--- src/tcce_pkg.sv ---
// Shared types, constants and codes for the text console cursor engine.
// No dependencies; every other file imports this package.
package tcce_pkg;

  // Screen geometry
  localparam int ROWS     = 25;
  localparam int COLUMNS  = 80;
  localparam int TAB_STOP = 8;
  localparam int NCELLS   = ROWS * COLUMNS;

  // Field widths
  localparam int COL_W  = 7;
  localparam int ROW_W  = 5;
  localparam int IDX_W  = 11;
  localparam int CELL_W = 16;
  localparam int ATTR_W = 8;
  localparam int CHAR_W = 8;
  localparam int FUNC_W = 2;

  // Operation codes carried on the input item
  localparam logic [FUNC_W-1:0] FUNC_PUT   = 2'd0;
  localparam logic [FUNC_W-1:0] FUNC_CLEAR = 2'd1;
  localparam logic [FUNC_W-1:0] FUNC_READ  = 2'd2;

  // Character codes
  localparam logic [CHAR_W-1:0] CH_BS    = 8'h08;
  localparam logic [CHAR_W-1:0] CH_TAB   = 8'h09;
  localparam logic [CHAR_W-1:0] CH_LF    = 8'h0A;
  localparam logic [CHAR_W-1:0] CH_CR    = 8'h0D;
  localparam logic [CHAR_W-1:0] CH_SPACE = 8'h20;

  localparam logic [ATTR_W-1:0] ATTR_RESET = 8'h0F;

  // Register addresses
  localparam logic [0:0] REG_TEXT_ATTRIBUTE = 1'b0;

  typedef enum logic [2:0] {
    ST_IDLE,
    ST_RDWAIT,
    ST_SCROLL,
    ST_BLANK,
    ST_CLEAR,
    ST_FINISH
  } state_t;

  typedef struct packed {
    logic              we;
    logic [IDX_W-1:0]  waddr;
    logic [CELL_W-1:0] wdata;
    logic              re;
    logic [IDX_W-1:0]  raddr;
  } ram_req_t;

  typedef struct packed {
    logic [CELL_W-1:0] cell_data;
    logic [IDX_W-1:0]  loc;
    logic [ROW_W-1:0]  row;
    logic [COL_W-1:0]  col;
  } result_t;

endpackage

--- src/tcce_ctrl.sv ---
// Cursor sequencer: decodes items, updates the cursor and drives the
// screen memory through scroll and clear sweeps. Depends on tcce_pkg.
module tcce_ctrl
  import tcce_pkg::*;
(
  input  logic              clk,
  input  logic              rst,
  input  logic              in_valid,
  output logic              in_ready,
  input  logic [FUNC_W-1:0] func,
  input  logic [CHAR_W-1:0] char_code,
  input  logic [IDX_W-1:0]  cell_index,
  input  logic [ATTR_W-1:0] attr,
  input  logic              res_ready,
  output logic              res_valid,
  output result_t           res,
  output ram_req_t          ram_req,
  input  logic [CELL_W-1:0] rd_data
);

  state_t            state;
  state_t            state_next;
  logic [COL_W-1:0]  col;
  logic [ROW_W-1:0]  row;
  logic [IDX_W-1:0]  cnt;
  logic [CELL_W-1:0] read_data;

  logic [COL_W:0]    put_col;
  logic [ROW_W:0]    put_row;
  logic [COL_W-1:0]  put_col_next;
  logic [ROW_W-1:0]  put_row_next;
  logic              put_scroll;
  logic              put_we;
  logic [IDX_W-1:0]  cur_addr;
  logic              read_ok;
  logic [CELL_W-1:0] blank;

  localparam logic [IDX_W-1:0] SHIFT_LAST = IDX_W'(NCELLS - COLUMNS);
  localparam logic [IDX_W-1:0] CELL_LAST  = IDX_W'(NCELLS - 1);

  // Smallest tab stop above the column
  function automatic logic [COL_W:0] tab_next(input logic [COL_W-1:0] c);
    logic [COL_W:0] r;
    r = '0;
    for (int k = COLUMNS / TAB_STOP + 1; k >= 1; k--) begin
      if ((k * TAB_STOP) > int'(c)) r = (COL_W+1)'(k * TAB_STOP);
    end
    return r;
  endfunction

  assign blank    = {attr, CH_SPACE};
  assign cur_addr = IDX_W'(row) * IDX_W'(COLUMNS) + IDX_W'(col);
  assign read_ok  = (cell_index < IDX_W'(NCELLS));
  assign put_we   = (char_code[7] == 1'b0) && (char_code >= CH_SPACE);

  // Cursor movement for a put item
  always_comb begin
    put_col      = {1'b0, col};
    put_row      = {1'b0, row};
    put_scroll   = 1'b0;
    put_col_next = col;
    put_row_next = row;
    case (char_code)
      CH_BS: begin
        if (col != '0) put_col = {1'b0, col} - 1'b1;
      end
      CH_TAB: put_col = tab_next(col);
      CH_CR:  put_col = '0;
      CH_LF: begin
        put_col = '0;
        put_row = {1'b0, row} + 1'b1;
      end
      default: begin
        if (put_we) put_col = {1'b0, col} + 1'b1;
      end
    endcase
    if (put_col >= (COL_W+1)'(COLUMNS)) begin
      put_col = '0;
      put_row = put_row + 1'b1;
    end
    if (put_row >= (ROW_W+1)'(ROWS)) begin
      put_scroll = 1'b1;
      put_row    = (ROW_W+1)'(ROWS - 1);
    end
    put_col_next = put_col[COL_W-1:0];
    put_row_next = put_row[ROW_W-1:0];
  end

  always_comb begin
    state_next = state;
    case (state)
      ST_IDLE: begin
        if (in_valid) begin
          case (func)
            FUNC_PUT:   state_next = put_scroll ? ST_SCROLL : ST_FINISH;
            FUNC_CLEAR: state_next = ST_CLEAR;
            FUNC_READ:  state_next = read_ok ? ST_RDWAIT : ST_FINISH;
            default:    state_next = ST_FINISH;
          endcase
        end
      end
      ST_RDWAIT: state_next = ST_FINISH;
      ST_SCROLL: begin
        if (cnt == SHIFT_LAST) state_next = ST_BLANK;
      end
      ST_BLANK, ST_CLEAR: begin
        if (cnt == CELL_LAST) state_next = ST_FINISH;
      end
      ST_FINISH: begin
        if (res_ready) state_next = ST_IDLE;
      end
      default: state_next = ST_IDLE;
    endcase
  end

  always_comb begin
    in_ready      = 1'b0;
    res_valid     = 1'b0;
    ram_req       = '0;
    res.col       = col;
    res.row       = row;
    res.loc       = cur_addr;
    res.cell_data = read_data;
    case (state)
      ST_IDLE: begin
        in_ready = 1'b1;
        if (in_valid && func == FUNC_PUT && put_we) begin
          ram_req.we    = 1'b1;
          ram_req.waddr = cur_addr;
          ram_req.wdata = {attr, char_code};
        end
        if (in_valid && func == FUNC_READ && read_ok) begin
          ram_req.re    = 1'b1;
          ram_req.raddr = cell_index;
        end
      end
      ST_SCROLL: begin
        // read one row ahead, write back what the previous cycle fetched
        ram_req.re    = (cnt != SHIFT_LAST);
        ram_req.raddr = cnt + IDX_W'(COLUMNS);
        ram_req.we    = (cnt != '0);
        ram_req.waddr = cnt - 1'b1;
        ram_req.wdata = rd_data;
      end
      ST_BLANK, ST_CLEAR: begin
        ram_req.we    = 1'b1;
        ram_req.waddr = cnt;
        ram_req.wdata = blank;
      end
      ST_FINISH: res_valid = res_ready;
      default: ;
    endcase
  end

  always_ff @(posedge clk) begin
    if (rst) begin
      state <= ST_IDLE;
      col   <= '0;
      row   <= '0;
    end else begin
      state <= state_next;
      if (state == ST_IDLE && in_valid) begin
        if (func == FUNC_PUT) begin
          col <= put_col_next;
          row <= put_row_next;
        end else if (func == FUNC_CLEAR) begin
          col <= '0;
          row <= '0;
        end
      end
    end
  end

  always_ff @(posedge clk) begin
    case (state)
      ST_IDLE: begin
        cnt       <= '0;
        read_data <= '0;
      end
      ST_RDWAIT: read_data <= rd_data;
      ST_SCROLL: begin
        if (cnt != SHIFT_LAST) cnt <= cnt + 1'b1;
      end
      ST_BLANK, ST_CLEAR: cnt <= cnt + 1'b1;
      default: ;
    endcase
  end

endmodule

--- config.mk ---
export PLATFORM = sky130hd
export DESIGN_NAME = tcce_ctrl
export DESIGN_NICKNAME = d
export VERILOG_FILES = /design/src/tcce_pkg.sv /design/src/tcce_ctrl.sv
export SDC_FILE = /design/constraint.sdc
export NUM_CORES = 1
export LEC_CHECK = 0
export BUFFER_PORTS_ARGS = -buffer_cell sky130_fd_sc_hd__clkbuf_2
export CORE_ASPECT_RATIO = 2
export CORE_MARGIN = 3
export CORE_UTILIZATION = 45
export CTS_CLUSTER_DIAMETER = 100
export DETAILED_ROUTE_END_ITERATION = 8
export GPL_TIMING_DRIVEN = 0
export PLACE_DENSITY = 0.72
export SLEW_MARGIN = 20
export SYNTH_ARGS = -nofsm -noshare
export SYNTH_HDL_FRONTEND = slang
export SYNTH_SLANG_ARGS = --single-unit
--- constraint.sdc ---
create_clock -name clk -period 4.6 [get_ports clk]
set_clock_uncertainty 0.2 [all_clocks]
set_input_delay 0.92 -clock clk [delete_from_list [all_inputs] [get_ports clk]]
set_output_delay 0.92 -clock clk [all_outputs]
set_load 0.005 [all_outputs]
Word level (Yosys, flattened, before mapping) --
Index checks and enable logic that the tools add are counted.
Cells by class: equality and inequality tests 19, $mul 1, magnitude comparators 15, bitwise gates (word level) 1, add/sub/neg operators 8, reduce and logical (&&, ||, !) cells 18, muxes and demuxes 40
Operators by type and width (number):
- 2-to-1 mux 8 bit | 12
- case mux 28 bit (3 select lines) | 1
- case mux 11 bit (3 select lines) | 1
- == test 8 x 4 -> 1 bit, second input constant | 4
- case mux 16 bit (2 select lines) | 1
- > comparator 6 x 7 -> 1 bit, first input constant | 4
- > comparator 7 bit, first input constant | 4
- 2-to-1 mux 28 bit | 1
- 2-to-1 mux 7 bit | 4
- case mux 12 bit (2 select lines) | 1
- case mux 8 bit (3 select lines) | 1
- == test 11 bit, second input constant | 2
- 2-to-1 mux 3 bit | 6
- 2-to-1 mux 5 bit | 3
- case mux 3 bit (5 select lines) | 1
- > comparator 5 x 7 -> 1 bit, first input constant | 2
- 2-to-1 mux 12 bit | 1
- 2-to-1 mux 6 bit | 2
- adder 11 x 1 -> 11 bit, second input constant | 1
- adder 11 x 7 -> 11 bit | 1
- adder 11 x 7 -> 11 bit, second input constant | 1
- less-than comparator 11 bit, second input constant | 1
- 2-to-1 mux 11 bit | 1
- != test 11 bit, second input constant | 1
- other kinds (29) | 45
Storage, ports and cells: input port bits 49, bits in registers 42, output and inout bits 81

Longest topological paths before layout --
Gate-level depths: netlist of run 1.
depth after elaboration 21, gate-level depth with buffers 13, mapped depth without buffers 13

Least setup slack after synthesis of run 1 --
Ideal clock, no wire load.
path kind input-to-reg, start input char_code[5], end register row[2], setup time 0.087 ns, data arrival time 3.450 ns, buffers on the path 1, stages 13, path slack 0.863 ns, path through or4_4 > buf_6 > nor2_1 > xnor2_1 > ha_1 > xnor2_1 > xnor2_1 > o31a_1 > o221ai_1 > nor4bb_1 > o2bb2ai_2 > nand4_2 > o31ai_1
On the way: word-level cells in the longest chain between the ends 9, elaborated cells between the ends (all ways) 16, classes of those cells 1 x add/sub; 3 x order compare; 4 x eq/ne; 6 x mux; 2 x reduce/logical
RTL lines:
- start: declaration | RTL line tcce_ctrl.sv:11 | input logic [CHAR_W-1:0] char_code,
- greater-or-equal comparator 8 x 6 -> 1 bit | RTL line tcce_ctrl.sv:54 | assign put_we = (char_code[7] == 1'b0) && (char_code >= CH_SPACE);
- logical AND 1 bit | RTL line tcce_ctrl.sv:54
- 2-to-1 mux 8 bit | RTL line tcce_ctrl.sv:74 | if (put_we) put_col = {1'b0, col} + 1'b1;
- case mux 8 bit (3 select lines) | RTL line tcce_ctrl.sv:63 | case (char_code)
- greater-or-equal comparator 8 x 7 -> 1 bit | RTL line tcce_ctrl.sv:77 | if (put_col >= (COL_W+1)'(COLUMNS)) begin
- 2-to-1 mux 6 bit * | RTL line tcce_ctrl.sv:77
- greater-or-equal comparator 6 x 5 -> 1 bit | RTL line tcce_ctrl.sv:81 | if (put_row >= (ROW_W+1)'(ROWS)) begin
- 2-to-1 mux 5 bit * | RTL line tcce_ctrl.sv:81
- 2-to-1 mux 5 bit * | RTL line tcce_ctrl.sv:163 | if (func == FUNC_PUT) begin
- end signal: assignment | RTL line tcce_ctrl.sv:165 | row <= put_row_next;
- end: declaration | RTL line tcce_ctrl.sv:24 | logic [ROW_W-1:0] row;
Every way passes the cells marked *; elsewhere a longest branch is shown, timed or not. A chain may end at the register's enable or synchronous reset.

Worst setup path after layout of run 1 --
Ends and elaborated chain as after synthesis.

==> results.sh, run 1 <==
export IMPL_status="complete, no violations"
export IMPL_worstPathRequired_ns=4.60
export IMPL_syn_avg_cell_area_um2=8.12
export IMPL_syn_nets=586
export IMPL_tightest_slew_ns=0.877
export IMPL_grt_overflow_total=0
export IMPL_seq_area_frac_synth_pct=26.5
export IMPL_fmax_mhz=234
export IMPL_path_max_fanout=6
export IMPL_use_met1_pct=25.3
export IMPL_use_met2_pct=50.3
export IMPL_num_vias=4652
export IMPL_grt_max_degree=17
export IMPL_netlist_instances=517
export IMPL_cts_tree="done"
export IMPL_crit_path_end_kind="register"
export IMPL_gp_congestion=0.926
export IMPL_dp_hpwl_mm=11.3
export IMPL_synthFlopType="edfxtp_1"
export IMPL_antenna_found_initial=0
export IMPL_die_w_um=74.3
export IMPL_io_pins=130
export IMPL_cts_setup_buffers=0
export IMPL_synthToLayoutAreaGrowth_pct=23.1
export IMPL_ys_types=80
export IMPL_cts_sinks=42
export IMPL_fin_crit_sh_pct=92.9
export IMPL_crit_path_frequent_cell="xnor2_1"
export IMPL_slowest_delay_ns=0.79
export IMPL_clockBufferDepth=2
export IMPL_cts_made_buffers=5
export IMPL_ys_warn_count=0
export IMPL_rsz0062_at_grt="false"
export IMPL_track_usage_pct=25.8
export IMPL_n_fill_cell=891
export IMPL_ys_ff_latch=42
export IMPL_crit_type="input port to register"
export IMPL_first_pass_iters=5
export IMPL_core_um2=9070
export IMPL_drc=0
export IMPL_crit_arrival_ns=4.27
export IMPL_max_slew_margin_pct=41.0
export IMPL_start_util_pct=46.3
export IMPL_finalNetCount=724
export IMPL_seqCellArea_um2=1110
export IMPL_final_antenna_net_count=0
export IMPL_final_area_um2=5170
export IMPL_setup_viol=0
export IMPL_synth_async_reset_ratio_pct=0
export IMPL_clk_latency_ns=0.29
export IMPL_wl_per_cell_um=18.5
export IMPL_stdcell_count=758
export IMPL_fp_dieH_um=143
export IMPL_power_density_nw_per_um2=374
export IMPL_cts_root_buf="clkbuf_16"
export IMPL_critPathTopFamily="simple AND/OR/NAND/NOR gates"
export IMPL_slew_violations=0
export IMPL_diodes=0
export IMPL_grt_pass1_vias=4470
export IMPL_grt_pass1_wl_mm=21.4
export IMPL_hp_class="register to register"
export IMPL_synth_edff_count=27
export IMPL_crit_chain="clkbuf_2 -> nor4_1 -> nand2_1 -> o21ai_0 -> ha_1 -> xnor2_1 -> xnor2_1 -> o31a_1 -> o221ai_1 -> nor4bb_1 -> o2bb2ai_2 -> nand4_2 -> o31ai_1"
export IMPL_power_leakage_uw=0.00224
export IMPL_htree_levels=2
export IMPL_place_area_um2=4990
export IMPL_critPathBufInv=1
export IMPL_placedCellCount=749
export IMPL_cap_violations=0
export IMPL_hold_violations=0
export IMPL_portBuffers=129
export IMPL_row_count=49
export IMPL_period_minus_slack_ns=4.27
export IMPL_met3_usage_pct=2.04
export IMPL_multi_input_area_um2=2860
export IMPL_routed_wl_mm=14.0
export IMPL_fp_dieArea_um2=10600
export IMPL_clk_pin_slew_ns=0.06
export IMPL_hp_start="cnt[0]$_SDFFCE_PN0P_"
export IMPL_startpoint="char_code[5]"
export IMPL_start_kind="input port"
export IMPL_synthesis_area_um2=4200
export IMPL_cp_slowest_cell="nor4_1"
export IMPL_r2r_start="col[0]$_SDFFE_PP0P_"
export IMPL_busiest_layer="met2"
export IMPL_drive_above_1_share_pct=25.3
export IMPL_drtIter0Drc=350
export IMPL_via_per_inst=6.14
export IMPL_vdd_drop_max_mv=0.253
[cells by family (layout without fill, tap and decap cells)]
kind of cell / Yosys count / count (layout) / synth area share, %
muxes: 5 / 5 / 1.22
AOI/OAI and AO/OA: 148 / 148 / 25.0
adders and majority gates: 20 / 20 / 6.32
DFF: 42 / 42 / 26.5
and+or+nand+nor: 212 / 212 / 28.0
buffers and inverters: 58 / 197 / 5.81
xor gates and xnor gates: 32 / 32 / 7.12
[routing by layer]
layer,vias to the layer above,wire [µm]
li1,2203,-
met1,2205,4690
met2,197,8010
met3,47,718
met4,0,578
met5,-,0
[final cells by class]
class / count / area share [%]
Buffer: 44 / 3.70
Clock buffer: 5 / 2.42
Clock inverter: 3 / 0.775
Inverter: 14 / 1.02
Multi-Input combinational cell: 417 / 55.3
Sequential cell: 42 / 21.5
Tap cell: 102 / 2.47
Timing Repair Buffer: 131 / 12.8
[flip-flops by register name (all words and copies together), names as in the netlist]
name	flops
cnt	11
state	3
row	5
col	7
read_data	16
[power by group]
group          total [µW]  internal, µW  switching (µW)
logic                 889           344             545
clock network         404           254             150
registers             639           571            68.3
[what timing repair did]
item / in CTS / in global routing
endpoints found under the setup margin: 0 / 1
gates resized for setup: 0 / 1
hold buffers: 0 / 0
[layout by cell type, fill, tap and decap left out, drive strengths merged, types with 4 or more instances in the layout]
cell / n
a31oi: 4
a22o: 17
dfxtp: 15
and2: 20
nor3: 15
clkbuf: 170
nand4: 11
and3: 9
nand3: 20
nand2: 44
xor2: 12
xnor2: 20
nor4: 8
o21ai: 35
inv: 14
a221o: 6
or3: 8
o211ai: 4
nand2b: 9
a21o: 8
edfxtp: 27
nor2b: 11
ha: 18
a21oi: 24
buf: 10
nor2: 38
o22ai: 5
mux2i: 4
a22oi: 4
o31ai: 5
[cells in the mapped netlist, types with 6 or more instances]
| cell type | number | area share (%) |
|---|---|---|
| a21o_1 | 8 | 1.4 |
| a21oi_1 | 24 | 2.9 |
| a221o_1 | 6 | 1.4 |
| a22o_1 | 17 | 3.5 |
| and2_1 | 20 | 3.0 |
| and3_1 | 9 | 1.3 |
| clkbuf_1 | 36 | 3.2 |
| dfxtp_1 | 15 | 7.2 |
| edfxtp_1 | 27 | 19 |
| ha_1 | 18 | 5.4 |
| inv_1 | 14 | 1.3 |
| nand2_1 | 44 | 3.9 |
| nand2b_1 | 8 | 1.2 |
| nand3_1 | 20 | 2.4 |
| nand4_1 | 10 | 1.5 |
| nor2_1 | 38 | 3.4 |
| nor2b_1 | 10 | 1.5 |
| nor3_1 | 14 | 1.7 |
| nor4_1 | 6 | 0.89 |
| o21ai_0 | 30 | 3.6 |
| or3_1 | 8 | 1.2 |
| xnor2_1 | 19 | 4.0 |
| xor2_1 | 12 | 2.5 |
[stage by stage]
stage	utilization, %	power [µW]	hold slack, ns	TNS [ns]	worst slack (ns)
after floorplan	-	1180	0.433	0	0.863
after global placement	54.8	1500	0.468	-2.37	-0.208
after detailed placement	55.0	1520	0.484	0	0.0918
after CTS	56.8	1920	0.493	0	0.323
after global routing	56.9	2050	0.549	0	0.0786
final	56.9	1930	0.496	0	0.328
[worst paths after layout]
check | endpoint | slack, ns | depth (start not counted)
max reg2reg | row[4]$_SDFFE_PP0P_ | 0.89 | 12
min reg2reg | cnt[0]$_SDFFCE_PN0P_ | 0.50 | 1
max | row[2]$_SDFFE_PP0P_ | 0.33 | 13
min | cnt[0]$_SDFFCE_PN0P_ | 0.50 | 1
(Power assumes the default switching activity.)
==> inputs of run 2 (changes only) <==
- PLACE_DENSITY: 0.72 -> 0.68
==> run 2 against run 1 <==
Effect of this change:
- die area stayed put
- largest cell class unchanged
- combinational power hardly changed
- critical path type unchanged
- total power is 2.3% lower
- largest power group unchanged
- design area fell by 0.51%
- utilization decreased by 0.29 points
- clock-buffer cell count unchanged
- highest routed layer unchanged
- critical endpoint unchanged
==> results.sh, run 2 (synthesis results as in run 1) <==
export IMPL_setup_viol=0
export IMPL_cp_slowest_cell="nor4bb_1"
export IMPL_hold_violations=0
export IMPL_largest_register_ffs=16
export IMPL_synthToLayoutAreaGrowth_pct=22.4
export IMPL_crit_path_end_kind="register"
export IMPL_placedCellCount=749
export IMPL_routed_wl_mm=14.2
export IMPL_critPathTopFamily="simple AND/OR/NAND/NOR gates"
export IMPL_cts_root_buf="clkbuf_16"
export IMPL_finalNetCount=723
export IMPL_fp_dieH_um=143
export IMPL_worst_slack_ns=0.315
export IMPL_reg2reg_depth=12
export IMPL_place_area_um2=4990
export IMPL_gp_congestion=0.979
export IMPL_path_max_fanout=8
export IMPL_first_pass_iters=7
export IMPL_portBuffers=129
export IMPL_clk_latency_ns=0.29
export IMPL_die_w_um=74.3
export IMPL_slowest_delay_ns=0.73
export IMPL_io_pins=130
export IMPL_status="complete, no violations"
export IMPL_start_util_pct=46.3
export IMPL_htree_levels=2
export IMPL_power_leakage_uw=0.00222
export IMPL_row_count=49
export IMPL_crit_arrival_ns=4.30
export IMPL_setup_tns_ns=0
export IMPL_vdd_drop_max_mv=0.148
export IMPL_hp_class="register to register"
export IMPL_clockBufferDepth=2
export IMPL_grt_pass1_wl_mm=21.5
export IMPL_worstPathRequired_ns=4.61
export IMPL_core_um2=9070
export IMPL_layout_commonest_cell="clkbuf_2"
export IMPL_reg_top3="read_data: 16 flops, cnt: 11 flops, col: 7 flops"
export IMPL_cp_depth=13
export IMPL_cts_tree="done"
export IMPL_drive_above_1_share_pct=25.2
export IMPL_cts_resized=0
export IMPL_grt_overflow_total=0
export IMPL_antenna_found_initial=0
export IMPL_drtIter0Drc=253
export IMPL_crit_chain="clkbuf_2 -> nor4bb_1 -> nand2_1 -> o21ai_0 -> ha_1 -> xnor2_1 -> xnor2_1 -> o31a_1 -> o221ai_1 -> nor4bb_1 -> o2bb2ai_2 -> nand4_2 -> o31ai_1"
export IMPL_crit_type="input port to register"
export IMPL_grt_max_degree=17
export IMPL_num_vias=4651
export IMPL_clk_pin_slew_ns=0.07
export IMPL_period_minus_slack_ns=4.29
export IMPL_stdcell_count=757
export IMPL_tightest_slew_ns=0.868
export IMPL_totalPowerFinal_uw=1890
export IMPL_slew_violations=0
export IMPL_cts_setup_buffers=0
export IMPL_track_usage_pct=26.2
export IMPL_diodes=0
export IMPL_min_path_cells=1
export IMPL_fp_dieArea_um2=10600
export IMPL_layout_common_cells="clkbuf_2 (129), nand2_1 (44), nor2_1 (37)"
export IMPL_largest_register="read_data"
export IMPL_fin_crit_sh_pct=93.2
export IMPL_dp_slack_ns=0.0838
export IMPL_grt_pass1_vias=4386
export IMPL_cts_hold_buf=0
export IMPL_wl_per_cell_um=18.7
export IMPL_cap_violations=0
export IMPL_final_antenna_net_count=0
export IMPL_via_per_inst=6.14
export IMPL_max_slew_margin_pct=42.0
export IMPL_fmax_mhz=233
export IMPL_start_kind="input port"
export IMPL_rsz0062_at_grt="false"
export IMPL_dp_hpwl_mm=11.5
export IMPL_power_density_nw_per_um2=367
export IMPL_final_area_um2=5140
export IMPL_critPathBufInv=1
export IMPL_cts_made_buffers=5
export IMPL_drc=0
export IMPL_cts_sinks=42
export IMPL_n_fill_cell=906
==> run 2: layout make-up <==
type	instances	area [µm²]	share of cell area, %
plain buffers	44	191	3.72
multi-input cells	417	2860	55.6
clock buffers	5	125	2.43
inverters	14	52.6	1.02
clock inverters	3	23.8	0.462
repair buffers	130	653	12.7
flip-flops and latches	42	1110	21.6
well taps	102	128	2.48
==> run 2: routing by layer <==
metal / global-route usage (%) / share of wire, % / vias to the layer above
met4: 14.8 / 5.6 / 0
met3: 2.26 / 4.3 / 52
met2: 50.4 / 55 / 196
met1: 26.0 / 35 / 2202
li1: - / - / 2201
met5: 0 / 0 / -
==> run 2: through the flow <==
stage,hold WS (ns),util [%]
final,0.517,56.7
after global routing,0.569,56.7
after CTS,0.513,56.6
after detailed placement,0.502,55.0
after global placement,0.483,54.8
after floorplan,0.433,-
==> run 2: final timing paths <==
path	startpoint	to	slack [ns]
max	char_code[7]	row[2]$_SDFFE_PP0P_	0.31
min	cnt[0]$_SDFFCE_PN0P_	cnt[0]$_SDFFCE_PN0P_	0.52
max reg2reg	col[0]$_SDFFE_PP0P_	col[2]$_SDFFE_PP0P_	0.93
min reg2reg	cnt[0]$_SDFFCE_PN0P_	cnt[0]$_SDFFCE_PN0P_	0.52
==> run 2: power by group <==
group / internal [µW] / total, µW / switching, µW
clock: 203 / 364 / 161
combinational: 341 / 886 / 545
sequential: 571 / 637 / 65.8
total: 1120 / 1890 / 772
==> inputs of run 3 (changes only) <==
- CTS_BUF_LIST: not set -> sky130_fd_sc_hd__clkbuf_4 sky130_fd_sc_hd__clkbuf_8
==> run 3 against run 2 <==
Effect of this change:
- global-route usage fell by 0.085 points
- routed wire length shrank 0.23%
- design area down 1.1%
- cell count is the same
- clock-buffer cell count stayed put
- die area stayed put
- critical path depth stayed put
- clock power fell by 29%
- via count down 0.19%
- utilization fell by 0.62 points
- sequential cell count did not move
- register-to-register slack is essentially flat
- critical path type unchanged
- highest routed layer unchanged
==> results.sh, run 3 (synthesis results as in run 1) <==
export IMPL_cp_slowest_cell="nor4bb_1"
export IMPL_crit_arrival_ns=4.27
export IMPL_htree_levels=2
export IMPL_setup_tns_ns=0
export IMPL_row_count=49
export IMPL_period_minus_slack_ns=4.24
export IMPL_totalPowerFinal_uw=1780
export IMPL_use_met2_pct=50.3
export IMPL_grt_pass1_wl_mm=21.4
export IMPL_reg_top3="read_data: 16 flops, cnt: 11 flops, col: 7 flops"
export IMPL_track_usage_pct=26.1
export IMPL_crit_path_end_kind="register"
export IMPL_final_antenna_net_count=0
export IMPL_grt_max_degree=17
export IMPL_crit_chain="clkbuf_2 -> nor4bb_1 -> nand2_1 -> o21ai_0 -> ha_1 -> xnor2_1 -> xnor2_1 -> o31a_1 -> o221ai_1 -> nor4bb_1 -> o2bb2ai_2 -> nand4_2 -> o31ai_1"
export IMPL_max_slew_margin_pct=41.6
export IMPL_antenna_found_initial=0
export IMPL_routed_wl_mm=14.2
export IMPL_drc=0
export IMPL_setup_viol=0
export IMPL_finalNetCount=723
export IMPL_power_leakage_uw=0.00220
export IMPL_status="complete, no violations"
export IMPL_power_density_nw_per_um2=350
export IMPL_diodes=0
export IMPL_wl_per_cell_um=18.7
export IMPL_cts_made_buffers=5
export IMPL_cts_resized=0
export IMPL_largest_register="read_data"
export IMPL_drive_above_1_share_pct=25.2
export IMPL_slowest_delay_ns=0.72
export IMPL_dp_hpwl_mm=11.5
export IMPL_crit_type="input port to register"
export IMPL_start_util_pct=46.3
export IMPL_tightest_slew_ns=0.874
export IMPL_drtIter0Drc=238
export IMPL_portBuffers=129
export IMPL_worstPathRequired_ns=4.63
export IMPL_gp_congestion=0.979
export IMPL_synthToLayoutAreaGrowth_pct=21.1
export IMPL_io_pins=130
export IMPL_clk_latency_ns=0.32
export IMPL_busiest_layer="met2"
export IMPL_cts_sinks=42
export IMPL_slew_violations=0
export IMPL_fin_crit_sh_pct=92.2
export IMPL_met3_usage_pct=2.11
export IMPL_fp_dieH_um=143
export IMPL_largest_register_ffs=16
export IMPL_num_vias=4642
export IMPL_via_per_inst=6.13
export IMPL_cts_tree="done"
export IMPL_cts_setup_buffers=0
export IMPL_clk_pin_slew_ns=0.09
export IMPL_rsz0062_at_grt="false"
export IMPL_fp_dieArea_um2=10600
export IMPL_use_met1_pct=25.8
export IMPL_grt_overflow_total=0
export IMPL_hp_class="register to register"
export IMPL_layout_common_cells="clkbuf_2 (129), nand2_1 (44), nor2_1 (37)"
export IMPL_fmax_mhz=236
export IMPL_cts_hold_buf=0
export IMPL_layout_commonest_cell="clkbuf_2"
export IMPL_vdd_drop_max_mv=0.140
export IMPL_grt_pass1_vias=4378
export IMPL_stdcell_count=757
export IMPL_start_kind="input port"
export IMPL_critPathBufInv=1
export IMPL_first_pass_iters=7
export IMPL_placedCellCount=749
export IMPL_clockBufferDepth=2
export IMPL_die_w_um=74.3
export IMPL_critPathTopFamily="simple AND/OR/NAND/NOR gates"
export IMPL_hold_violations=0
export IMPL_cap_violations=0
export IMPL_path_max_fanout=8
export IMPL_post_route_util_pct=56.0
export IMPL_cts_root_buf="clkbuf_8"
export IMPL_core_um2=9070
[run 3: changes by cell type in the layout (fill, tap and decap cells not counted)]
cell       delta
clkbuf_8      +5
clkbuf_16     -5
[run 3: final timing paths]
kind	from	endpoint	slack [ns]	depth (start not counted)
setup / recovery	char_code[7]	row[2]$_SDFFE_PP0P_	0.36	13
hold / removal	cnt[0]$_SDFFCE_PN0P_	cnt[0]$_SDFFCE_PN0P_	0.51	1
setup reg to reg	col[0]$_SDFFE_PP0P_	col[2]$_SDFFE_PP0P_	0.94	12
hold reg to reg	cnt[0]$_SDFFCE_PN0P_	cnt[0]$_SDFFCE_PN0P_	0.51	1
[run 3: cell type report]
class | instances | area, µm²
Inverter | 14 | 52.6
Fill cell | 915 | 3990
Clock buffer | 5 | 68.8
Clock inverter | 3 | 23.8
Tap cell | 102 | 128
Sequential cell | 42 | 1110
Timing Repair Buffer | 130 | 653
Buffer | 44 | 191
Multi-Input combinational cell | 417 | 2860
[run 3: metal layers]
metal | share of wire [%] | wire length (µm) | vias to the layer above
li1 | - | - | 2202
met5 | 0 | 0 | -
met2 | 56 | 7870 | 190
met1 | 35 | 4910 | 2203
met4 | 5.4 | 765 | 0
met3 | 4.3 | 602 | 47
[run 3: worst reg2reg max path, cell delays in order, from the launching register on]
cell and delay [ns]:
dfxtp_1 0.39, clkbuf_1 0.40, inv_1 0.12, ha_1 0.29, o41ai_1 0.47, xnor2_1 0.18
a2bb2oi_1 0.10, o32ai_1 0.55, o21ai_4 0.16, and2_1 0.22, buf_4 0.18, a32oi_1 0.22
nor2_1 0.06
[run 3: report_power, final]
group          internal, µW  total, µW  leakage [µW]  switching, µW
Clock                   109        260     0.0000408            151
Sequential              570        636      0.000406           65.7
Combinational           341        886       0.00175            545
[run 3: through the flow]
stage | worst slack [ns] | hold slack, ns | cell area [µm²]
after floorplan | 0.863 | 0.433 | 4200
after global placement | -0.255 | 0.483 | 4970
after detailed placement | 0.0838 | 0.502 | 4990
after CTS | 0.405 | 0.517 | 5080
after global routing | 0.0995 | 0.575 | 5080
final | 0.360 | 0.513 | 5080
